==> src/rtl/assert_macros.svh <==
// ----------------------------------------------------------------------------
// assert_macros.svh
// Concurrent assertion macros, empty when SYNTHESIS is defined.
// ----------------------------------------------------------------------------
`ifndef ASSERT_MACROS_SVH
`define ASSERT_MACROS_SVH
`ifndef SYNTHESIS
`define GBS_ASSERT(label, clk, rst_n, prop) \
    label: assert property (@(posedge clk) disable iff (!rst_n) prop) \
        else $error("gbs assertion failed");
`define GBS_ASSERT_NR(label, clk, prop) \
    label: assert property (@(posedge clk) prop) \
        else $error("gbs assertion failed");
`else
`define GBS_ASSERT(label, clk, rst_n, prop)
`define GBS_ASSERT_NR(label, clk, prop)
`endif
`endif

==> src/rtl/gbs_pkg.sv <==
// ----------------------------------------------------------------------------
// gbs_pkg
// Shared constants and types of the greedy box suppression block.
// ----------------------------------------------------------------------------
package gbs_pkg;

    localparam int unsigned MAX_KEPT_DEF = 64;
    localparam int unsigned Q_DEPTH      = 2;
    localparam int unsigned Q_PTR_W      = 1;
    localparam int unsigned Q_CNT_W      = 2;

    localparam int unsigned COORD_W = 16;
    localparam int unsigned SIZE_W  = 15;
    localparam int unsigned AREA_W  = 30;
    localparam int unsigned USUM_W  = 31;
    localparam int unsigned THR_W   = 16;
    localparam int unsigned PROD_W  = 47;
    localparam int unsigned INDEX_W = 16;

    localparam logic [THR_W-1:0] IOU_THR_RESET = 16'd29491;

    typedef struct packed {
        logic signed [COORD_W-1:0] left;
        logic signed [COORD_W-1:0] top;
        logic [SIZE_W-1:0]         width;
        logic [SIZE_W-1:0]         height;
        logic [AREA_W-1:0]         area;
    } t_box_geom;

    typedef struct packed {
        t_box_geom          geom;
        logic [INDEX_W-1:0] index;
        logic               last;
    } t_box_item;

    typedef struct packed {
        logic in_done;
        logic pipe_busy;
    } t_back_stat;

    typedef enum logic [3:0] {
        ST_IDLE  = 4'b0001,
        ST_RUN   = 4'b0010,
        ST_DRAIN = 4'b0100,
        ST_DONE  = 4'b1000
    } t_back_state;

endpackage

==> src/rtl/gbs_box_if.sv <==
// ----------------------------------------------------------------------------
// gbs_box_if
// Input box channel: valid/ready handshake with box geometry payload.
// ----------------------------------------------------------------------------
interface gbs_box_if;
    logic               valid;
    logic               ready;
    logic signed [15:0] box_left;
    logic signed [15:0] box_top;
    logic [14:0]        box_width;
    logic [14:0]        box_height;
    logic               last_box;

    modport source (output valid, box_left, box_top, box_width, box_height, last_box,
                    input ready);
    modport sink (input valid, box_left, box_top, box_width, box_height, last_box,
                  output ready);
endinterface

==> src/rtl/gbs_front.sv <==
// ----------------------------------------------------------------------------
// gbs_front
// Accept boxes, compute area, tag with index in set, push to queue.
// ----------------------------------------------------------------------------
module gbs_front (
    input  logic               i_clk,
    input  logic               i_rst_n,
    gbs_box_if.sink            i_box,
    input  logic               i_q_full,
    output logic               o_q_push,
    output gbs_pkg::t_box_item o_q_item
);
    import gbs_pkg::*;

    logic [INDEX_W-1:0] r_item_cnt, n_item_cnt;

    assign i_box.ready = !i_q_full;
    assign o_q_push    = i_box.valid && !i_q_full;

    always_comb begin
        o_q_item.geom.left   = i_box.box_left;
        o_q_item.geom.top    = i_box.box_top;
        o_q_item.geom.width  = i_box.box_width;
        o_q_item.geom.height = i_box.box_height;
        o_q_item.geom.area   = AREA_W'(i_box.box_width) * AREA_W'(i_box.box_height);
        o_q_item.index       = r_item_cnt;
        o_q_item.last        = i_box.last_box;
    end

    always_comb begin
        n_item_cnt = r_item_cnt;
        if (o_q_push) begin
            if (i_box.last_box) begin
                n_item_cnt = '0;
            end else if (r_item_cnt != '1) begin
                n_item_cnt = r_item_cnt + 1'b1;
            end
        end
    end

    always_ff @(posedge i_clk) begin
        if (!i_rst_n) begin
            r_item_cnt <= '0;
        end else begin
            r_item_cnt <= n_item_cnt;
        end
    end

endmodule

==> src/flat_wrapper.sv <==
// flat-port wrapper written by rule: the top's interface ports become plain ports
module gbs_front_flat import gbs_pkg::*;
  (i_clk, i_rst_n, i_q_full, o_q_push, o_q_item, i_box_valid, i_box_box_left, i_box_box_top, i_box_box_width, i_box_box_height, i_box_last_box, i_box_ready);
  gbs_box_if i_box_i ();
  input  logic i_clk;
  input  logic i_rst_n;
  input  logic i_q_full;
  output logic o_q_push;
  output gbs_pkg::t_box_item o_q_item;
  input wire logic [$bits(i_box_i.valid)-1:0] i_box_valid;
  input wire logic [$bits(i_box_i.box_left)-1:0] i_box_box_left;
  input wire logic [$bits(i_box_i.box_top)-1:0] i_box_box_top;
  input wire logic [$bits(i_box_i.box_width)-1:0] i_box_box_width;
  input wire logic [$bits(i_box_i.box_height)-1:0] i_box_box_height;
  input wire logic [$bits(i_box_i.last_box)-1:0] i_box_last_box;
  output wire logic [$bits(i_box_i.ready)-1:0] i_box_ready;
  assign i_box_i.valid = i_box_valid;
  assign i_box_i.box_left = i_box_box_left;
  assign i_box_i.box_top = i_box_box_top;
  assign i_box_i.box_width = i_box_box_width;
  assign i_box_i.box_height = i_box_box_height;
  assign i_box_i.last_box = i_box_last_box;
  assign i_box_ready = i_box_i.ready;
  gbs_front u_core (.i_clk(i_clk), .i_rst_n(i_rst_n), .i_box(i_box_i), .i_q_full(i_q_full), .o_q_push(o_q_push), .o_q_item(o_q_item));
endmodule
==> config.mk <==
export PLATFORM = sky130hd
export DESIGN_NAME = gbs_front_flat
export DESIGN_NICKNAME = d
export VERILOG_FILES = /design/src/rtl/assert_macros.svh /design/src/rtl/gbs_pkg.sv /design/src/rtl/gbs_box_if.sv /design/src/rtl/gbs_front.sv /design/src/flat_wrapper.sv
export SDC_FILE = /design/constraint.sdc
export NUM_CORES = 1
export LEC_CHECK = 0
export ABC_CLOCK_PERIOD_IN_PS = 8820
export BUFFER_PORTS_ARGS = -buffer_cell sky130_fd_sc_hd__clkbuf_2
export CORE_ASPECT_RATIO = 0.7
export CORE_MARGIN = 5
export CORE_UTILIZATION = 35
export CTS_CLUSTER_DIAMETER = 200
export DETAILED_ROUTE_END_ITERATION = 6
export SLEW_MARGIN = 15
export SYNTH_ARGS = -nofsm -noshare
export SYNTH_HDL_FRONTEND = slang
export SYNTH_SLANG_ARGS = --single-unit
==> constraint.sdc <==
create_clock -name i_clk -period 8.82 [get_ports i_clk]
set_input_delay 0.441 -clock i_clk [delete_from_list [all_inputs] [get_ports i_clk]]
set_output_delay 0.441 -clock i_clk [all_outputs]
set_load 0.02 [all_outputs]
### After elaboration in Yosys (flattened, before gate mapping)

Index checks and enable logic that the tools add are counted.

| storage, ports and cells | value |
|---|---|
| flip-flop bits (word level) | 16 |
| bits of input ports | 67 |
| output and inout port bits | 111 |

| operators by class | value |
|---|---|
| reductions and logical operators | 4 |
| multipliers | 1 |
| add/sub/neg operators | 1 |
| multiplexer cells | 2 |
| equality and inequality tests | 1 |

Operators by type and width:

| cell | number |
|---|---|
| 16-bit two-way mux | 2 |
| 15-bit by 15-bit multiplier with 30-bit output | 1 |
| 16-bit by 1-bit adder with 16-bit output, second input constant | 1 |
| 16-bit != test, second input constant | 1 |
| 2-bit AND reduction | 1 |
| 2-bit nonzero test | 1 |
| 1-bit logical AND | 1 |
| 1-bit logical NOT | 1 |

### Depth between registers and ports, before layout

Gate-level depths: netlist of run 1.

| logic depth | value |
|---|---|
| depth in word-level cells | 3 |
| gate-level depth with buffers | 22 |
| gate-level depth less buffers | 20 |

### Least setup slack after synthesis of run 1

No wires, ideal clock.

| path | value |
|---|---|
| path type | input to output |
| start point | in i_box_box_width[10] |
| end point | out o_q_item[45] (netlist name) |
| buffers on the path | 1 |
| stages | 21 |
| data arrival time | 5,716 ps |
| slack | 2,663 ps |
| cells stage by stage | clkbuf_1 -> and2_1 -> fa_1 -> inv_1 -> fa_1 -> inv_1 -> fa_1 -> inv_1 -> fa_1 -> inv_1 -> fa_1 -> inv_1 -> fa_1 -> inv_1 -> ha_1 -> and4_1 -> and3_1 -> a211oi_2 -> o31ai_2 -> a41o_1 -> xor2_1 |

RTL lines:

| item | RTL line | source |
|---|---|---|
| start, declared | flat_wrapper.sv:13 | `input wire logic [$bits(i_box_i.box_width)-1:0] i_box_box_width;` |
| end, declared | flat_wrapper.sv:9 | `output gbs_pkg::t_box_item o_q_item;` |

==> results.toml, run 1 <==
[yosys]
synthCells = 1078
ys_types = 65
synthTopCellsByArea = "fa_1, ha_1, and2_1"
yosysTopAreaCell = "fa_1"
synth-seq-cells = 16
synth_most_common_cell = "inv_1"
synth_common_cells = "inv_1, fa_1, and2_1"
netlist_area_sq_um = 9230
ys_warn_count = 0
yosys.area.top_type_share_pct = 36.2
syn_avg_cell_area_sq_um = 8.56
async_flop_share_pct = 0
seq_area_frac_synth_pct = 3.47
synth_flop_cell = "dfxtp_1"
synth-edff-count = 0
mappedNetlistNets = 1407

[clocking]
htreeDepth = 1
ctsResizeCount = 0
cts_sinks = 16
clockRootBuffer = "clkbuf_16"
cts_hold_buffers = 0
clkTransAtPathRegs_ps = 50
clock_latency_ps = 250
cts_setup_buffers = 0
clockBufferDepth = 2
cts_tree = "done"
cts_inserted_buffers = 3

[sta]
tightestPinTransition_ps = 561
fin_skew_ps = 1.98
max_freq_mhz = 148
setup_tns_ps = 0
finalHoldViolCount = 0
max_slew_margin_pct = 62.6
rsz0062_at_grt = "false"
period_minus_slack_ps = 6750
finalMaxSlewViolations = 0
fin_crit_sh_pct = 76.5
whs_ps = 516
finalSetupViolCount = 0

[route]
drt_pass1_iterations = 5
wl_mm = 21.8
vias_per_cell = 4.92
first_iter_violations = 405
drc_errors = 0
wl_per_cell_microns = 15.1
detail-route-antenna-nets = 0
via_count = 7105

[grt]
grt_max_degree = 21
antenna_found_initial = 0
grt_usage_pct = 14.6
grt_pass1_vias = 7060
grt-ovfl-total = 0
grt_pass1_wl_mm = 36.5

[job]
drv_cap = 0

[die]
initial_core_util_pct = 35.8
pin_count = 178
coreArea_sq_um = 25800
die_y_microns = 146
rows = 49
die_w_microns = 204
dieArea_sq_um = 29800

[critical_path]
cp_slowest_cell = "fa_1"
crit_arrival_ps = 6310
worstSetupPathType = "in2out"
crit_path_max_incr_delay_ps = 540
critPathCaptureType = "primary output"
cp_cell_sequence = "clkbuf_2 > and2_1 > fa_1 > inv_1 > fa_1 > inv_1 > fa_1 > inv_1 > fa_1 > inv_1 > fa_1 > inv_1 > fa_1 > inv_1 > ha_1 > nand3_2 > o211ai_1 > a211oi_2 > o31ai_2 > a41o_1 > xor2_1 > clkbuf_2"
cp_max_fo = 16
reg2reg_depth = 7
crit_path_start_kind = "input pin"
crit_required_ps = 8380

[cells_and_area]
nNetsFinal = 1418
area_growth_syn_to_layout_pct = 4.60
drive_above_1_share_pct = 12.7
antenna_cells = 0
top_regs = "u_core.r_item_cnt (16)"
largest_reg_flops = 16
top_register = "u_core.r_item_cnt"

[worst_hold_path]
hold_class = "reg2reg"
holdPathStages = 2

[placement]
port_buffers = 113
place_hpwl_mm = 18.5
gp_congestion = 0.851

[run_status]
status = "finished clean"
## layout make-up
cell class | instances | area, sq um
multi-input combinational | 751 | 7480
inverter | 204 | 766
clock buffer | 3 | 75.1
sequential | 16 | 320
timing repair buffer | 113 | 566
tap | 357 | 447
fill | 2683 | 16200
## layer usage
| layer | global-route usage [%] | part of all wire, % |
|---|---|---|
| met5 | 0 | 0 |
| met4 | 1.34 | 0.85 |
| met3 | 1.98 | 5.5 |
| met2 | 22.9 | 45 |
| met1 | 22.3 | 49 |
## logic make-up after synthesis
kind of cell / count (synthesis) / synth area share, %
and+or+nand+nor: 343 / 20.0
buffers and inverters: 311 / 15.5
adders and majority gates: 262 / 49.1
AOI/OAI and AO/OA: 122 / 9.67
xor gates and xnor gates: 22 / 2.09
DFF: 16 / 3.47
muxes: 2 / 0.217
## per-stage QoR
step	utilization (%)	setup slack [ps]	instances	instance area (sq um)
after floorplan	-	2660	1078	9230
after global placement	37.1	2150	1441	9580
after detailed placement	37.1	2080	1441	9580
after CTS	37.4	2080	1444	9650
after global routing	37.4	1830	1444	9650
final	37.4	2070	1444	9650
## critical path, delay by kind of cell
| family | cells | cell delay, ps |
|---|---|---|
| AO/OA/AOI/OAI | 4 | 1130 |
| XOR/XNOR | 1 | 200 |
| buffers and inverters | 8 | 750 |
| AND/OR/NAND/NOR | 2 | 420 |
| adder cells (fa/ha/maj) | 7 | 3360 |
## cell usage in the layout (no fill, tap or decap), types with 3 or more instances in the layout
cell type	synthesis	routed
o31ai_1	4	4
clkbuf_2	2	113
clkbuf_16	0	3
dfxtp_1	16	16
nor2_1	26	26
nor2b_1	3	3
nand3_2	4	4
o21ai_0	20	20
a21boi_0	8	8
ha_1	95	95
and2_1	149	149
nand2_1	105	105
a31oi_1	8	8
xor2_1	8	8
a21oi_1	26	26
nand3b_1	6	6
and3_1	10	10
nand4_1	5	5
o21a_1	4	4
nor3_1	6	6
a21o_1	10	10
xnor2_1	14	14
fa_1	167	167
inv_1	204	204
nand3_1	10	10
o211ai_1	4	4
a211oi_2	5	5
nor3b_1	5	5
## final timing paths
| path | startpoint | to | slack [ps] |
|---|---|---|---|
| max | i_box_box_width[10] | o_q_item[45] | 2070 |
| min reg2reg | u_core.r_item_cnt[10] | u_core.r_item_cnt[10] | 520 |
| max reg2reg | u_core.r_item_cnt[1] | u_core.r_item_cnt[5] | 6380 |
| min | u_core.r_item_cnt[10] | u_core.r_item_cnt[10] | 520 |
Power of run 1 is not shown: default switching activity piles up to over one toggle a cycle in this logic, so the estimate is an artifact.
==> run 2: changes to the inputs <==
- ABC_CLOCK_PERIOD_IN_PS: 8820 -> 5700
- clock period: 8.82 -> 5.7 ns (I/O delays scaled with it)
==> run 2 against run 1 <==
  * The flow now finishes with violations (negative setup slack)
  * Final area increased by 19%
  * Hold slack got worse by 42 ps
  * Global-route usage up 1.6 points
  * Clock skew increased by 1.7 ps
  * Register-to-register slack worse by 3100 ps
  * Final cell count is 9.2% higher
  * Non-clock buffer count grew 132
  * Worst setup slack lost 2300 ps
  * Utilization grew 7.2 points
  * Highest routed layer unchanged
  * Flip-flop and latch count unchanged
  * Sequential share of layout area decreased by 0.54 points
  * Via count up 6.8%
==> results.toml, run 2 (synthesis results as in run 1) <==
[route]
wl_per_cell_microns = 15.4
vias_per_cell = 4.81
wl_mm = 24.3
detail-route-antenna-nets = 0
first_iter_violations = 355
drt_pass1_iterations = 5
drc_errors = 0
via_count = 7585

[cells_and_area]
multiInputGateArea_sq_um = 8020
nFillCells = 2510
final_cell_area_sq_um = 11500
nNetsFinal = 1550
largest_reg_flops = 16
final_cell_mix = "inv_1, fa_1, and2_1, buf_4, nand2_1"
final_common_cell = "inv_1"
area_growth_syn_to_layout_pct = 24.8
top_register = "u_core.r_item_cnt"
seq_area_sq_um = 320
top_regs = "u_core.r_item_cnt (16)"
drive_above_1_share_pct = 29.0
antenna_cells = 0

[placement]
gp_congestion = 0.871
port_buffers = 113
placed_area_sq_um = 10500
dp_slack_ps = -462
place_hpwl_mm = 20.8

[worst_hold_path]
hold_class = "in2reg"
holdPathStages = 2

[critical_path]
crit_path_max_incr_delay_ps = 550
cpMostUsedCell = "fa_1"
crit_path_start_kind = "input pin"
crit_required_ps = 5410
critPathTopFamily = "adder cells"
cp_max_fo = 5
cp_cell_sequence = "clkbuf_16 > and2_4 > fa_1 > inv_2 > fa_1 > inv_2 > fa_1 > inv_2 > fa_1 > inv_1 > fa_1 > inv_1 > fa_1 > inv_2 > ha_4 > and4_4 > and3_4 > a211oi_4 > a211oi_4 > mux2i_1 > a211oi_2 > buf_4"
critPathCaptureType = "primary output"
crit_cells = 22
worst-path-buf-inv = 8
reg2reg_depth = 7
crit_arrival_ps = 5610
worstSetupPathType = "in2out"
cp_slowest_cell = "fa_1"

[sta]
max_freq_mhz = 170
fin_crit_sh_pct = 103
finalHoldViolCount = 0
rsz0062_at_grt = "true"
finalSetupViolCount = 11
fin_skew_ps = 3.67
period_minus_slack_ps = 5890
tightestPinTransition_ps = 529
max_slew_margin_pct = 64.2
finalMaxSlewViolations = 0
layout_setup_ws_ps = -191

[die]
initial_core_util_pct = 35.8
die_w_microns = 204
pin_count = 178
dieArea_sq_um = 29800
rows = 49
coreArea_sq_um = 25800
die_y_microns = 146

[grt]
grt-ovfl-total = 0
grt_use_met1_pct = 25.0
grt_busiest_layer = "met2"
grt_usage_pct = 16.2
grt_pass1_vias = 7774
globalRouteMet3Util_pct = 2.32
grt_max_degree = 21
grt_pass1_wl_mm = 40.3
antenna_found_initial = 0
use_met2_pct = 25.4

[clocking]
cts_tree = "done"
clock_latency_ps = 250
clkTransAtPathRegs_ps = 50
htreeDepth = 1
clockRootBuffer = "clkbuf_16"
cts_inserted_buffers = 3
clockBufferDepth = 2
cts_hold_buffers = 0
cts_sinks = 16

[run_status]
status = "finished, violations left"
violations = "negative setup slack"

[job]
drv_cap = 0
run 2: cell count changes in the layout (fill, tap and decap cells not counted), moves of 6 or more:
cell	previous run	this run
buf_4	0	123
inv_1	204	190
buf_6	0	21
a21oi_1	26	20
ha_1	95	84
and2_4	1	14
inv_2	0	14
clkbuf_2	113	80
ha_4	0	11
clkbuf_8	0	9
and2_1	149	136
run 2: path summary, 6_finish.rpt:
path / slack (ps) / startpoint / end
worst max-delay path: -190 / i_box_box_width[10] / o_q_item[43]
worst max register to register: 3270 / u_core.r_item_cnt[0] / u_core.r_item_cnt[0]
worst min register to register: 520 / u_core.r_item_cnt[10] / u_core.r_item_cnt[10]
worst min-delay path: 470 / i_rst_n / u_core.r_item_cnt[8]
run 2: per-stage QoR:
stage | TNS [ps] | hold WS [ps] | util (%) | std cells
floorplan | -6.39 | 438 | - | 1078
global placement | -4210 | 494 | 40.6 | 1555
detailed placement | -5250 | 504 | 40.6 | 1555
CTS | -1230 | 481 | 43.6 | 1572
global route | -2900 | 506 | 44.6 | 1577
finish | -961 | 473 | 44.6 | 1577
run 2: layout make-up:
| type | instances | share of cell area, % |
|---|---|---|
| tap | 357 | 3.88 |
| clock buffer | 4 | 0.771 |
| timing repair buffer | 245 | 16.3 |
| inverter | 204 | 6.65 |
| sequential | 16 | 2.78 |
| multi-input combinational | 751 | 69.7 |
run 2: metal layers:
layer	share of wire, %	up-vias
met3	5.0	12
met4	0.53	0
met2	45	173
li1	-	3565
met1	50	3835
met5	0	-
run 2: repair_timing:
action	4_1_cts	5_1_grt
buffers inserted	16	4
gates resized for setup	120	73
endpoints found under the setup margin	17	19
gates cloned	0	1
pin swaps	35	39
Power of run 2 is left out for the same reason.
==> run 3: changes to the inputs <==
--- a/config.mk
+++ b/config.mk
@@ -11,4 +11,5 @@
 export CORE_MARGIN = 5
 export CORE_UTILIZATION = 35
+export CTS_BUF_LIST = sky130_fd_sc_hd__clkbuf_4
 export CTS_CLUSTER_DIAMETER = 200
 export DETAILED_ROUTE_END_ITERATION = 6
==> constraint.sdc (replaced) <==
create_clock -name i_clk -period 5.7 [get_ports i_clk]
set_input_delay 0.285 -clock i_clk [delete_from_list [all_inputs] [get_ports i_clk]]
set_output_delay 0.285 -clock i_clk [all_outputs]
set_load 0.01 [all_outputs]
==> run 3 against run 2 <==
  * The flow still finishes with violations (negative setup slack)
  * Non-clock buffer count down 1
  * Final area shrank 1.4%
  * Utilization is 0.64 points lower
  * Flip-flop and latch count stayed put
  * Critical path type unchanged
  * Critical endpoint is now o_q_item[45]
  * Largest cell class unchanged
==> results.toml, run 3 (synthesis results as in run 1) <==
[clocking]
clockBufferDepth = 2
cts_inserted_buffers = 3
clkTransAtPathRegs_ps = 100
cts_sinks = 16
clockRootBuffer = "clkbuf_4"
clock_latency_ps = 290
htreeDepth = 1
cts_tree = "done"
cts_hold_buffers = 0

[cells_and_area]
antenna_cells = 0
largest_reg_flops = 16
top_register = "u_core.r_item_cnt"
nNetsFinal = 1549
area_growth_syn_to_layout_pct = 23.0
top_regs = "u_core.r_item_cnt (16)"
final_cell_mix = "inv_1, fa_1, and2_1, buf_4, nand2_1"
fin_cells = 1575
final_common_cell = "inv_1"
drive_above_1_share_pct = 28.5

[route]
wl_mm = 24.0
detail-route-antenna-nets = 0
first_iter_violations = 299
drt_pass1_iterations = 5
vias_per_cell = 4.81
drc_errors = 0
wl_per_cell_microns = 15.2
via_count = 7575

[sta]
tightestPinTransition_ps = 584
finalHoldViolCount = 0
rsz0062_at_grt = "true"
max_slew_margin_pct = 60.7
max_freq_mhz = 172
fin_crit_sh_pct = 102
finalSetupViolCount = 6
fin_skew_ps = 6.75
period_minus_slack_ps = 5800
finalMaxSlewViolations = 0
layout_setup_ws_ps = -105

[grt]
grt-ovfl-total = 0
antenna_found_initial = 0
grt_max_degree = 21
grt_usage_pct = 15.9
grt_pass1_vias = 7679
grt_pass1_wl_mm = 39.6

[critical_path]
crit_path_start_kind = "input pin"
rrSetupSlack_ps = 3320
critPathCaptureType = "primary output"
crit_arrival_ps = 5520
worstSetupPathType = "in2out"
reg2reg_depth = 7
reg2reg_to = "u_core.r_item_cnt[4]"
crit_required_ps = 5410
reg2reg_from = "u_core.r_item_cnt[0]"
cp_max_fo = 6

[worst_hold_path]
hold_start = "i_rst_n"
holdPathStages = 2
hold_class = "in2reg"
min_to = "u_core.r_item_cnt[8]"

[die]
pin_count = 178
dieArea_sq_um = 29800
rows = 49
die_y_microns = 146
die_w_microns = 204
coreArea_sq_um = 25800
initial_core_util_pct = 35.8

[placement]
port_buffers = 113
place_hpwl_mm = 20.6
gp_congestion = 0.827
post-place-cells = 1559

[job]
drv_cap = 0

[run_status]
violations = "negative setup slack"
status = "finished, violations left"
==> run 3: cell types whose count changed in the layout (fill, tap and decap cells not counted), sizes merged <==
cell / delta
buf: +2
clkbuf: -4
==> run 3: worst max path at each step <==
stage / from / endpoint / cells past startpoint
6_report: i_box_box_width[10] / o_q_item[45] / 22
5_1_grt: i_box_box_width[13] / o_q_item[42] / 21
4_1_cts: i_box_box_height[0] / o_q_item[45] / 22
3_5_place_dp: i_box_box_height[1] / o_q_item[45] / 23
3_3_place_gp: i_box_box_height[1] / o_q_item[41] / 23
2_1_floorplan: i_box_box_width[14] / o_q_item[43] / 20
==> run 3: per-layer routing <==
| metal | GRT usage, % | share of wire, % | vias up |
|---|---|---|---|
| met5 | 0 | 0 | - |
| met4 | 0.837 | 0.53 | 0 |
| met3 | 1.94 | 5.1 | 16 |
| met2 | 24.5 | 44 | 190 |
| met1 | 25.0 | 50 | 3799 |
| li1 | - | - | 3570 |
==> run 3: critical path, stage by stage <==
cell and delay, ps:
buf_12 120, and2_4 150, fa_1 540, inv_2 40, fa_1 520, inv_1 50, fa_1 490, inv_1 50
fa_1 470, inv_1 50, fa_1 470, inv_1 50, fa_1 490, inv_2 50, ha_4 250, and4_4 180
and3_4 160, a211oi_4 400, o31ai_4 140, a41o_1 280, xor2_2 140, buf_2 140
==> run 3: metrics by stage <==
step	instance area [sq um]	TNS, ps	hold WS, ps	worst slack (ps)	util [%]
finish	11400	-347	406	-105	44.0
floorplan	9240	0	438	1.50	-
global placement	10500	-4530	485	-507	40.6
CTS	11100	-572	407	-119	43.1
detailed placement	10500	-5260	511	-541	40.6
global route	11400	-2360	436	-305	44.0
==> run 3: repair_timing <==
action	4_1_cts	5_1_grt
resized for setup	112	77
endpoints found under the setup margin	18	19
gates cloned	1	1
pin swaps	53	47
buffers inserted	9	8
==> run 3: cell type report <==
| cell class | instances | area (sq um) |
|---|---|---|
| clock buffer | 3 | 22.5 |
| fill | 2571 | 14500 |
| inverter | 204 | 766 |
| multi-input combinational | 751 | 8000 |
| sequential | 16 | 320 |
| tap | 357 | 447 |
| timing repair buffer | 244 | 1800 |
Power of run 3 is left out for the same reason.
