## config.mk

```make
export PLATFORM = sky130hd
export DESIGN_NAME = gbs_queue
export DESIGN_NICKNAME = d
export VERILOG_FILES = /design/src/rtl/assert_macros.svh /design/src/rtl/gbs_pkg.sv /design/src/rtl/gbs_queue.sv
export SDC_FILE = /design/constraint.sdc
export NUM_CORES = 1
export LEC_CHECK = 0
export BUFFER_PORTS_ARGS = -buffer_cell sky130_fd_sc_hd__buf_2
export CAP_MARGIN = 40
export CORE_UTILIZATION = 56
export CTS_BUF_LIST = sky130_fd_sc_hd__clkbuf_8 sky130_fd_sc_hd__clkbuf_16
export DETAILED_ROUTE_END_ITERATION = 6
export PLACE_DENSITY = 0.86
export SLEW_MARGIN = 40
export SYNTH_ARGS = -nofsm -noshare
export SYNTH_HDL_FRONTEND = slang
export SYNTH_SLANG_ARGS = --single-unit
```

## constraint.sdc

```tcl
create_clock -name i_clk -period 22.8 [get_ports i_clk]
set_input_delay 6.84 -clock i_clk [delete_from_list [all_inputs] [get_ports i_clk]]
set_output_delay 6.84 -clock i_clk [all_outputs]
set_load 0.02 [all_outputs]
```

## src/rtl/assert_macros.svh

```systemverilog
// ----------------------------------------------------------------------------
// assert_macros.svh
// Concurrent assertion macros, empty when SYNTHESIS is defined.
// ----------------------------------------------------------------------------
`ifndef ASSERT_MACROS_SVH
`define ASSERT_MACROS_SVH
`ifndef SYNTHESIS
`define GBS_ASSERT(label, clk, rst_n, prop) \
    label: assert property (@(posedge clk) disable iff (!rst_n) prop) \
        else $error("gbs assertion failed");
`define GBS_ASSERT_NR(label, clk, prop) \
    label: assert property (@(posedge clk) prop) \
        else $error("gbs assertion failed");
`else
`define GBS_ASSERT(label, clk, rst_n, prop)
`define GBS_ASSERT_NR(label, clk, prop)
`endif
`endif

```

## src/rtl/gbs_pkg.sv

```systemverilog
// ----------------------------------------------------------------------------
// gbs_pkg
// Shared constants and types of the greedy box suppression block.
// ----------------------------------------------------------------------------
package gbs_pkg;

    localparam int unsigned MAX_KEPT_DEF = 64;
    localparam int unsigned Q_DEPTH      = 2;
    localparam int unsigned Q_PTR_W      = 1;
    localparam int unsigned Q_CNT_W      = 2;

    localparam int unsigned COORD_W = 16;
    localparam int unsigned SIZE_W  = 15;
    localparam int unsigned AREA_W  = 30;
    localparam int unsigned USUM_W  = 31;
    localparam int unsigned THR_W   = 16;
    localparam int unsigned PROD_W  = 47;
    localparam int unsigned INDEX_W = 16;

    localparam logic [THR_W-1:0] IOU_THR_RESET = 16'd29491;

    typedef struct packed {
        logic signed [COORD_W-1:0] left;
        logic signed [COORD_W-1:0] top;
        logic [SIZE_W-1:0]         width;
        logic [SIZE_W-1:0]         height;
        logic [AREA_W-1:0]         area;
    } t_box_geom;

    typedef struct packed {
        t_box_geom          geom;
        logic [INDEX_W-1:0] index;
        logic               last;
    } t_box_item;

    typedef struct packed {
        logic in_done;
        logic pipe_busy;
    } t_back_stat;

    typedef enum logic [3:0] {
        ST_IDLE  = 4'b0001,
        ST_RUN   = 4'b0010,
        ST_DRAIN = 4'b0100,
        ST_DONE  = 4'b1000
    } t_back_state;

endpackage

```

## src/rtl/gbs_queue.sv

```systemverilog
// ----------------------------------------------------------------------------
// gbs_queue
// Short FIFO between front and back.
// ----------------------------------------------------------------------------
module gbs_queue (
    input  logic               i_clk,
    input  logic               i_rst_n,
    input  logic               i_push,
    input  gbs_pkg::t_box_item i_item,
    output logic               o_full,
    input  logic               i_pop,
    output gbs_pkg::t_box_item o_item,
    output logic               o_empty
);
    import gbs_pkg::*;

    t_box_item          r_slot [Q_DEPTH];
    logic [Q_PTR_W-1:0] r_wr_ptr, r_rd_ptr;
    logic [Q_CNT_W-1:0] r_count;

    assign o_full  = (r_count == Q_CNT_W'(Q_DEPTH));
    assign o_empty = (r_count == '0);
    assign o_item  = r_slot[r_rd_ptr];

    function automatic logic [Q_PTR_W-1:0] ptr_next(input logic [Q_PTR_W-1:0] p);
        logic [Q_PTR_W-1:0] q;
        q = (p == Q_PTR_W'(Q_DEPTH - 1)) ? '0 : p + 1'b1;
        return q;
    endfunction

    always_ff @(posedge i_clk) begin
        if (!i_rst_n) begin
            r_wr_ptr <= '0;
            r_rd_ptr <= '0;
            r_count  <= '0;
        end else begin
            if (i_push) begin
                r_wr_ptr <= ptr_next(r_wr_ptr);
            end
            if (i_pop) begin
                r_rd_ptr <= ptr_next(r_rd_ptr);
            end
            if (i_push && !i_pop) begin
                r_count <= r_count + 1'b1;
            end else if (!i_push && i_pop) begin
                r_count <= r_count - 1'b1;
            end
        end
    end

    always_ff @(posedge i_clk) begin
        if (i_push) begin
            r_slot[r_wr_ptr] <= i_item;
        end
    end

endmodule

```

# == Yosys cells after proc, flatten, opt, wreduce, memory -nomap -nowiden ==
# Memories as Yosys holds them, arrays and structs flattened. A register that Yosys moved wholly into a read port is not among the register bits.
# Cells that the tools add are included.
# word_totals
ff_bits,4
ram_bits,218
in_bits,113
out_inout_bits,111
word_cells,23
n_memories,1
# memory_table
name,words,width,read_ports,rd_ports_with_merged_regs,write_ports,line,source
r_slot,2,109,1,1,1,gbs_queue.sv:17,t_box_item r_slot [Q_DEPTH];
# op_classes
n_addsub,4
n_eq_ne,1
mux,8
n_reduce_logical,6
# op_table
op,count
1-bit two-way mux,6
2-bit two-way mux,2
1-bit adder (second input constant),2
2-bit by 1-bit adder with 2-bit output (second input constant),1
2-bit == test (second input constant),1
1-bit logical AND,2
1-bit logical NOT,2
2-bit logical NOT,1
2-bit nonzero test,1
2-bit by 1-bit subtractor with 2-bit output (second input constant),1

# == Depth between registers and ports, before layout ==
# Gate-level depths: netlist of run 1.
# depth
word_depth,4
depth_mapped,5
mapped_depth_nobuf,5

# == Worst setup path before layout of run 1 ==
# No wires, ideal clock.
# synth_path
path_type,in2reg
start,input port i_push
end,memory r_slot[0][0] (netlist bit) (enable)
setup_time_ps,591
arrival_ps,11608
slack_ps,10601
cell_stages,1
path_buffers,0
cell_sequence,nor2b_1
# synth_between
elab_chain_len,2
# synth_rtl
item,line,source
from (decl),gbs_queue.sv:8,"input logic i_push,"
1-bit two-way mux,gbs_queue.sv:52,if (i_push) begin
1-bit two-way mux (not written as such),gbs_queue.sv:53,r_slot[r_wr_ptr] <= i_item;
to (decl),gbs_queue.sv:17,
# No other way between the ends.

==> results of run 1 <==
==> logic make-up (layout without fill, tap and decap cells) <==
family	after synthesis	in the layout	share of synthesized area
buf+inv	13	265	0.0102
xor+xnor	3	3	0.00324
mux	109	109	0.156
other cells	0	1	0
compound gates	3	3	0.00247
flops	223	223	0.820
simple gates	9	9	0.00664
fa+ha+maj	1	1	0.00154
==> routing by layer <==
| metal | vias to the layer above | share of wire |
|---|---|---|
| met3 | 26 | 0.079 |
| met1 | 2011 | 0.39 |
| li1 | 1908 | - |
| met4 | 0 | 0.022 |
| met2 | 174 | 0.51 |
| met5 | - | 0 |
==> state kept, by name, indices dropped and copies added (netlist names), named ones only <==
signal	cells
r_rd_ptr	1
r_count	2
r_slot	218
r_wr_ptr	1
==> stage by stage <==
stage	hold slack [ns]	setup WS (ns)	power [mW]
5_1_grt	0.573	13.38	0.941
3_3_place_gp	0.479	13.81	0.591
2_1_floorplan	0.466	10.60	0.558
3_5_place_dp	0.525	13.78	0.596
6_report	0.533	13.51	0.910
4_1_cts	0.534	13.26	0.919
==> layout make-up <==
| type | instances | share of cell area |
|---|---|---|
| Multi-Input combinational cell | 125 | 0.138 |
| Tap cell | 180 | 0.0223 |
| Antenna cell | 1 | 0.000248 |
| Clock buffer | 23 | 0.0571 |
| Clock inverter | 14 | 0.00782 |
| Sequential cell | 223 | 0.660 |
| Timing Repair Buffer | 227 | 0.115 |
| Inverter | 1 | 0.000372 |
==> cell usage in the layout, fill, tap and decap left out, drive strengths merged <==
| cell type | Yosys | final |
|---|---|---|
| xnor2 | 1 | 1 |
| and2 | 4 | 4 |
| bufinv | 0 | 1 |
| nor2 | 1 | 1 |
| nor2b | 3 | 3 |
| o21ai | 1 | 1 |
| xor2 | 2 | 2 |
| diode | 0 | 1 |
| edfxtp | 218 | 218 |
| clkbuf | 0 | 23 |
| clkinv | 0 | 7 |
| inv | 1 | 7 |
| a21boi | 1 | 1 |
| buf | 12 | 227 |
| or3 | 1 | 1 |
| o21a | 1 | 1 |
| ha | 1 | 1 |
| mux2 | 109 | 109 |
| dfxtp | 5 | 5 |
==> worst max-delay path: cells and delay by family, from the launching register on <==
kind / cells / cell delay (ns)
DFF: 1 / 0.73
muxes: 1 / 0.41
buffers and inverters: 2 / 0.71
==> power by group <==
group	internal, mW	switching, mW	leakage [nW]	total [mW]
clock network	0.191	0.133	0.341	0.324
registers	0.474	0.00869	2.09	0.483
logic	0.0437	0.0600	1.41	0.104
==> final timing paths <==
kind,start,to,slack [ns],depth (start not counted)
setup / recovery,flop,o_item[106],13.51,3
hold / removal,r_count[1],r_count[1],0.53,2
setup reg to reg,r_wr_ptr,r_slot[1][16],20.82,2
hold reg to reg,r_count[1],r_count[1],0.53,2
==> metrics.md, run 1 <==
| Metric | Value |
|---|---|
| Yosys reg bits | `223` |
| Via count | `4119` |
| Mapped Area | `8110 sq um` |
| GRT overflow | `0` |
| Worst vdd ir | `56.1 uV` |
| Final Slew Violations | `0` |
| Clock Skews | `0.0103 ns` |
| H-tree Lvls | `1` |
| Hold buffers post-CTS | `0` |
| Synth area leader | `edfxtp_1` |
| Via/cell ratio | `5.19` |
| Worst Hold Class | `reg2reg` |
| TritonCTS Buffers | `22` |
| Routed WL | `14.8 mm` |
| Distinct cell type count after synthesis | `17` |
| Detailed Routing Iterations Pass 1 | `6` |
| Most common cell in the netlist | `edfxtp_1` |
| Number of flops mapped to enable cells by yosys | `218` |
| Wire length per cell | `18.7 microns` |
| Area Growth Syn to Fin | `24.4%` |
| CP Cell Sequence | `buf_6 -> mux2_2 -> buf_2` |
| Leak | `3.84 nW` |
| Cell Area, Placed | `9410 sq um` |
| Row cnt | `43` |
| Mapped Nets | `475` |
| Die X | `122 microns` |
| CP Max Fanout | `65` |
| CTS tree | `yes` |
| Worst Path Arrival | `2.45 ns` |
| Share of the synthesized area in the top cell type | `0.808` |
| Top-level I/O count | `224` |
| CP Launch Type | `flop` |
| Post-synth top cells | `edfxtp_1, mux2_2, mux2_4` |
| Largest net degree at the start of global routing | `66` |
| Top Usage Layer GRT | `met2` |
| Slew margin rel. | `0.562` |
| Mapped Cells | `361` |
| Die H | `122 microns` |
| Largest cells by area after synthesis | `edfxtp_1, mux2_2, mux2_4` |
| Clock-pin slew on the worst setup and hold paths | `0.05 ns` |
| Die Area | `15000 sq um` |
| Core Area | `14000 sq um` |
| Met2 GRT Util | `0.330` |
| Fraction of layout cells with a size suffix above 1 | `0.592` |
| DP Cell Count | `756` |
| CP endpoint kind | `output pin` |
| Finished Layout Cells | `794` |
| CP Data Required Time | `15.96 ns` |
| Clk sink count | `223` |
| Final HPWL DP | `9.95 mm` |
| Post-Syn Area per Cell | `22.5 sq um` |
| Max-cap violations | `0` |
| Async set or reset register ratio after synthesis | `0` |
| Met1 track demand over resource | `0.233` |
| Filler cell count | `870` |
| Fin crit share | `0.408` |
| Multi-input gate area | `1390 sq um` |
| Most used flip-flop cell after synthesis | `edfxtp_1` |
| Setup Viol. Count Final | `0` |
| Unrepaired setup endpoints after global routing | `no` |
| Drt drc | `0` |
| Global-route wire length before repair | `21.2 mm` |
| Max stage delay cell, worst path | `dfxtp_4` |
| Final hold vios | `0` |
| Final min period | `9.29 ns` |
| Clock latency on the worst-skew pair | `0.48 ns` |
| I/O Buffers | `223` |
| Clock Tree Buf Depth | `3` |
| GRT Overall Usage | `0.188` |
| Status | `finished, final reports clean` |
| Critical Path Max Stage Delay | `0.73 ns` |
| M3 GR Usage | `0.0400` |
| Post-synthesis sequential area ratio | `0.820` |
| Sequential cell area | `6650 sq um` |
| TNS Setup | `0 ns` |
| Initial antenna violation count | `1` |
| Pwr/cell area | `90.3 nW/um^2` |
| Worst Tran Pin Value | `0.656 ns` |
| Post-CTS setup buffer count | `0` |
| Drt first-iter violations | `237` |
| Clock root buffer | `clkbuf_16` |
| Post_cts resized | `0` |
| Crit Path Category | `reg2out` |
| Fmax | `0.108 GHz` |
| Starting Density | `0.580` |
| Final Cell Area | `10100 sq um` |
| Yosys warns | `0` |
| Utilization after layout | `0.721` |
| Number of global-route vias before repair | `4192` |
| Post-route ant nets | `0` |
| Nets | `714` |
| Routability cong. | `0.746` |
(Power assumes the default switching activity.)
==> run 2, diff against run 1 <==
--- a/config.mk
+++ b/config.mk
@@ -5,12 +5,13 @@
 export SDC_FILE = /design/constraint.sdc
 export NUM_CORES = 1
 export LEC_CHECK = 0
+export ABC_AREA = 1
 export BUFFER_PORTS_ARGS = -buffer_cell sky130_fd_sc_hd__buf_2
 export CAP_MARGIN = 40
-export CORE_UTILIZATION = 56
+export CORE_UTILIZATION = 52
 export CTS_BUF_LIST = sky130_fd_sc_hd__clkbuf_8 sky130_fd_sc_hd__clkbuf_16
 export DETAILED_ROUTE_END_ITERATION = 6
-export PLACE_DENSITY = 0.86
+export PLACE_DENSITY = 0.8
 export SLEW_MARGIN = 40
 export SYNTH_ARGS = -nofsm -noshare
 export SYNTH_HDL_FRONTEND = slang
==> constraint.sdc (replaced) <==
create_clock -name i_clk -period 8.6 [get_ports i_clk]
set_input_delay 2.58 -clock i_clk [delete_from_list [all_inputs] [get_ports i_clk]]
set_output_delay 2.58 -clock i_clk [all_outputs]
set_load 0.02 [all_outputs]
==> run 2 against run 1 <==
Net effect: clock power grew to 2.7 times the previous value; routed wire length is 1.2% lower; via count is 2.2% higher; non-clock buffer count is 1 lower; synthesized cell count is 3.6% higher; total power grew to 2.6 times the previous value; critical path depth stayed put; design area is 0.27% higher; worst setup slack worse by 10 ns; count of clock-buffer cells in the layout stayed put.
==> metrics.md, run 2 <==
| Metric | Value |
|---|---|
| Status | `finished, final reports clean` |
| Post-Synth XOR/XNOR Area | `0` |
| Mapped Nets | `488` |
| Routed WL | `14.7 mm` |
| Final min period | `5.25 ns` |
| CP Data Required Time | `6.02 ns` |
| Most flops, register | `r_slot` |
| Max-cap violations | `0` |
| GRT overflow | `0` |
| Crit Path Category | `reg2out` |
| Most frequent cells in the layout | `buf_2, edfxtp_1, mux2_2` |
| Share of the synthesized area in the top cell type | `0.806` |
| Via count | `4209` |
| Worst slack at placement | `3.83 ns` |
| Bufs and invs on worst path | `2` |
| Slew margin rel. | `0.460` |
| R2R Path Start | `r_wr_ptr` |
| Largest cells by area after synthesis | `edfxtp_1, mux2_2, mux2_4` |
| Post-synthesis sequential area ratio | `0.819` |
| Worst hold path startpoint | `r_rd_ptr` |
| Max stage delay cell, worst path | `dfxtp_4` |
| Overall power | `2.40 mW` |
| Met2 wire length | `7.33 mm` |
| Final setup margin | `3.35 ns` |
| WP depth | `3` |
| Number of flip-flops in the largest register | `218` |
| Unrepaired setup endpoints after global routing | `no` |
| Final HPWL DP | `9.49 mm` |
| CP endpoint kind | `output pin` |
| Worst Tran Pin Value | `0.810 ns` |
| Top flop regs | `r_slot (218), r_count (2)` |
| Yosys warns | `0` |
| Global-route wire length before repair | `22.2 mm` |
| Setup Viol. Count Final | `0` |
| Largest net degree at the start of global routing | `85` |
| Post-CTS setup buffer count | `0` |
| Hold depth | `2` |
| Mapped Cells | `374` |
| Async set or reset register ratio after synthesis | `0` |
| Yosys reg bits | `223` |
| Clock root buffer | `clkbuf_16` |
| Nets | `727` |
| CP Launch Type | `flop` |
| I/O Buffers | `223` |
| Post-Syn Area per Cell | `21.7 sq um` |
| Die X | `127 microns` |
| Worst Hold Class | `reg2reg` |
| Fmax | `0.190 GHz` |
| Core Area | `15200 sq um` |
| Fin crit share | `0.610` |
| Die H | `127 microns` |
| Worst vdd ir | `153 uV` |
| Post-synthesis adder-cell area fraction | `0.00154` |
| Clock-pin slew on the worst setup and hold paths | `0.06 ns` |
| TritonCTS Buffers | `23` |
| GRT Overall Usage | `0.179` |
| Drt drc | `0` |
| Mux cell area share after synthesis | `0.156` |
| Clock Tree Buf Depth | `3` |
| CP Cell Sequence | `buf_4 -> mux2_2 -> buf_2` |
| WL met3 | `1.11 mm` |
| Synth area leader | `edfxtp_1` |
| Hold slack | `0.520 ns` |
| Largest family of logic cells by synthesized area | `multiplexers` |
| Row cnt | `45` |
| Most used flip-flop cell after synthesis | `edfxtp_1` |
| Synth Area in Simple Gates | `0.00925` |
| CTS tree | `yes` |
| Pwr/cell area | `238 nW/um^2` |
| Critical Path Max Stage Delay | `0.83 ns` |
| Wl on met1 | `5.86 mm` |
| Number of global-route vias before repair | `4421` |
| Die Area | `16100 sq um` |
| Commonest non-fill, non-tap cell in the layout | `buf_2` |
| Area Growth Syn to Fin | `24.5%` |
| Starting Density | `0.534` |
| Top Layer Used | `met4` |
| Mapped Area | `8120 sq um` |
| Hold buffers post-CTS | `0` |
| Cell family with the largest share of critical-path delay | `buffers and inverters` |
| Worst Path Arrival | `2.67 ns` |
| Top-level I/O count | `224` |
| Final Slew Violations | `0` |
| Clk sink count | `223` |
| Routability cong. | `0.692` |
| Post-route ant nets | `0` |
| Distinct cell type count after synthesis | `14` |
| Drt first-iter violations | `193` |
| R2R depth | `2` |
| Clock Skews | `0.00518 ns` |
| Initial antenna violation count | `2` |
| Post-synth top cells | `edfxtp_1, mux2_2, mux2_4` |
| N_diodes | `0` |
| CP Max Fanout | `56` |
| Compound-cell area share of the yosys netlist | `0.00123` |
| Clock latency on the worst-skew pair | `0.48 ns` |
| Number of flops mapped to enable cells by yosys | `218` |
| Via/cell ratio | `5.15` |
| Most common cell in the netlist | `edfxtp_1` |
| Leak | `3.87 nW` |
| Wire length per cell | `17.9 microns` |
| Post_cts resized | `0` |
| Final hold vios | `0` |
| Detailed Routing Iterations Pass 1 | `4` |
| H-tree Lvls | `1` |
| Fraction of layout cells with a size suffix above 1 | `0.582` |
| TNS Setup | `0 ns` |
## run 2: changes by cell type in the layout (fill, tap and decap cells not counted), sizes merged, moves of 2 or more
cell,change
and2,-4
clkinv,+5
inv,+6
nand2,+8
nor2,+8
nor2b,-3
xor2,-2
## run 2: per-layer routing
| metal | global-route usage | up-vias |
|---|---|---|
| li1 | - | 1947 |
| met1 | 0.215 | 2066 |
| met2 | 0.308 | 165 |
| met3 | 0.0536 | 31 |
| met4 | 0.0637 | 0 |
| met5 | 0 | - |
## run 2: worst reg2reg max path: stages (launching register included)
cell and delay [ns]:
dfxtp_1 0.34, nor2_4 0.62, buf_6 0.68
## run 2: layout make-up
| class | count | area [sq um] |
|---|---|---|
| clock buffers | 23 | 576 |
| clock inverters | 18 | 98.8 |
| fillers | 1051 | 5090 |
| inverters | 8 | 32.5 |
| multi-input cells | 131 | 1370 |
| flip-flops and latches | 223 | 6650 |
| well taps | 188 | 235 |
| repair buffers | 226 | 1150 |
## run 2: kinds of logic after synthesis
group	after synthesis
and+or+nand+nor	19
adders and majority gates	1
DFF	223
buffers and inverters	20
AOI/OAI and AO/OA	2
muxes	109
## run 2: power breakdown
group,internal (mW),switching (mW)
Sequential,1.26,0.0213
Clock,0.512,0.367
Combinational,0.101,0.145
Total,1.87,0.533
## run 2: path summary, 6_finish.rpt
| path | end | slack (ns) |
|---|---|---|
| min | r_rd_ptr | 0.52 |
| max reg2reg | r_slot[0][1] | 6.50 |
| max | o_item[57] | 3.35 |
| min reg2reg | r_rd_ptr | 0.52 |
## run 2: per-stage QoR
stage | cells | utilization | instance area [sq um]
CTS | 817 | 0.665 | 10100
global route | 817 | 0.665 | 10100
detailed placement | 776 | 0.621 | 9430
global placement | 776 | 0.620 | 9430
floorplan | 374 | - | 8120
finish | 817 | 0.665 | 10100
==> run 3, diff against run 2 <==
==> constraint.sdc (replaced) <==
create_clock -name i_clk -period 5 [get_ports i_clk]
set_input_delay 1.5 -clock i_clk [delete_from_list [all_inputs] [get_ports i_clk]]
set_output_delay 1.5 -clock i_clk [all_outputs]
set_load 0.02 [all_outputs]
==> run 3 against run 2 <==
Net effect: worst setup slack got worse by 2.1 ns; register-to-register slack worse by 3.3 ns; clock skew is 0.0023 ns higher; hold slack better by 0.0066 ns; critical path depth unchanged; first-iteration DRC count up 24%; core utilization up 0.43 points; cell count is 0.12% higher; critical endpoint is now o_item[106].
==> metrics.md, run 3 (same netlist as run 2, synthesis figures left out) <==
| Metric | Value |
|---|---|
| Wire length per cell | `17.6 microns` |
| N_diodes | `0` |
| Worst reg-to-reg setup slack | `3.18 ns` |
| Drt drc | `0` |
| Routed WL | `14.4 mm` |
| TNS Setup | `0 ns` |
| GRT overflow | `0` |
| Most frequent cells in the layout | `buf_2, edfxtp_1, mux2_2` |
| Clock latency on the worst-skew pair | `0.48 ns` |
| Slew margin rel. | `0.510` |
| CP endpoint kind | `output pin` |
| H-tree Lvls | `1` |
| CP Max Fanout | `59` |
| Utilization after layout | `0.669` |
| Clock root buffer | `clkbuf_16` |
| GRT Overall Usage | `0.174` |
| Status | `finished, final reports clean` |
| Clock-pin slew on the worst setup and hold paths | `0.06 ns` |
| Leak | `3.91 nW` |
| Pwr/cell area | `407 nW/um^2` |
| Detailed Routing Iterations Pass 1 | `4` |
| Via/cell ratio | `5.10` |
| Routability cong. | `0.723` |
| Worst Hold Class | `reg2reg` |
| Post_cts resized | `0` |
| Fmax | `0.264 GHz` |
| Top-level I/O count | `224` |
| Final min period | `3.78 ns` |
| TritonCTS Buffers | `23` |
| Max stage delay cell, worst path | `dfxtp_4` |
| Worst Tran Pin Value | `0.735 ns` |
| Die H | `127 microns` |
| CP Cell Sequence | `buf_12 -> mux2_2 -> buf_2` |
| Clk sink count | `223` |
| Core Area | `15200 sq um` |
| Final HPWL DP | `9.41 mm` |
| CP Data Required Time | `3.50 ns` |
| Die X | `127 microns` |
| Worst Path Arrival | `2.28 ns` |
| Crit Path Category | `reg2out` |
| Critical Path Max Stage Delay | `0.81 ns` |
| Fin crit share | `0.757` |
| CTS tree | `yes` |
| Hold buffers post-CTS | `0` |
| Most flops, register | `r_slot` |
| Finished Layout Cells | `818` |
| CP Launch Type | `flop` |
| Setup Viol. Count Final | `0` |
| Number of flip-flops in the largest register | `218` |
| Post-route ant nets | `0` |
| Global-route wire length before repair | `21.4 mm` |
| DP Cell Count | `778` |
| Nets | `729` |
| Via count | `4172` |
| I/O Buffers | `223` |
| Clock Skews | `0.00744 ns` |
| Area Growth Syn to Fin | `25.3%` |
| Unrepaired setup endpoints after global routing | `no` |
| Worst vdd ir | `304 uV` |
| Die Area | `16100 sq um` |
| Commonest non-fill, non-tap cell in the layout | `buf_2` |
| Final Slew Violations | `0` |
| Post-CTS setup buffer count | `0` |
| Drt first-iter violations | `239` |
| Max-cap violations | `0` |
| Clock Tree Buf Depth | `3` |
| Top flop regs | `r_slot (218), r_count (2)` |
| Initial antenna violation count | `0` |
| Final hold vios | `0` |
| Starting Density | `0.534` |
| Largest net degree at the start of global routing | `60` |
| Number of global-route vias before repair | `4283` |
| Fraction of layout cells with a size suffix above 1 | `0.584` |
| Row cnt | `45` |
| Filler cell count | `1018` |
==> run 3: cell count changes in the layout (fill, tap and decap cells not counted), sizes merged <==
cell,delta
buf,+2
clkinv,-4
inv,+3
==> run 3: where the power goes <==
part           switching, mW  total (mW)  internal, mW
registers             0.0356        2.20          2.16
logic                  0.251       0.432         0.180
clock network          0.630        1.51         0.881
total                  0.917        4.14          3.23
==> run 3: final timing paths <==
path,endpoint,depth (start not counted),from
worst max-delay path,o_item[106],3,flop
worst min-delay path,r_rd_ptr,2,r_rd_ptr
worst max register to register,r_slot[1][101],3,r_wr_ptr
worst min register to register,r_rd_ptr,2,r_rd_ptr
==> run 3: layout make-up <==
cell class / instances / area [sq um] / share of cell area
Multi-Input combinational cell: 131 / 1370 / 0.135
Tap cell: 188 / 235 / 0.0231
Clock buffer: 23 / 576 / 0.0566
Timing Repair Buffer: 228 / 1210 / 0.119
Clock inverter: 17 / 98.8 / 0.00972
Inverter: 8 / 32.5 / 0.00320
Sequential cell: 223 / 6650 / 0.654
==> run 3: metal layers <==
metal | global-route usage | vias up | part of all wire
li1 | - | 1946 | -
met2 | 0.306 | 202 | 0.50
met1 | 0.214 | 2001 | 0.41
met3 | 0.0472 | 23 | 0.078
met4 | 0.0420 | 0 | 0.018
met5 | 0 | - | 0
==> run 3: stage by stage <==
stage | total power [mW] | cell area [sq um] | setup slack (ns) | hold WS [ns]
3_3_place_gp | 2.65 | 9470 | 1.70 | 0.478
5_1_grt | 4.28 | 10200 | 1.11 | 0.563
6_report | 4.14 | 10200 | 1.22 | 0.526
4_1_cts | 4.18 | 10200 | 1.16 | 0.534
3_5_place_dp | 2.68 | 9500 | 1.69 | 0.524
2_1_floorplan | 2.50 | 8120 | 0.215 | 0.463
==> run 3: critical path, delay by kind of cell (launching register included) <==
family	cells	cell delay [ns]
buffers and inverters	2	0.54
DFF	1	0.81
muxes	1	0.39
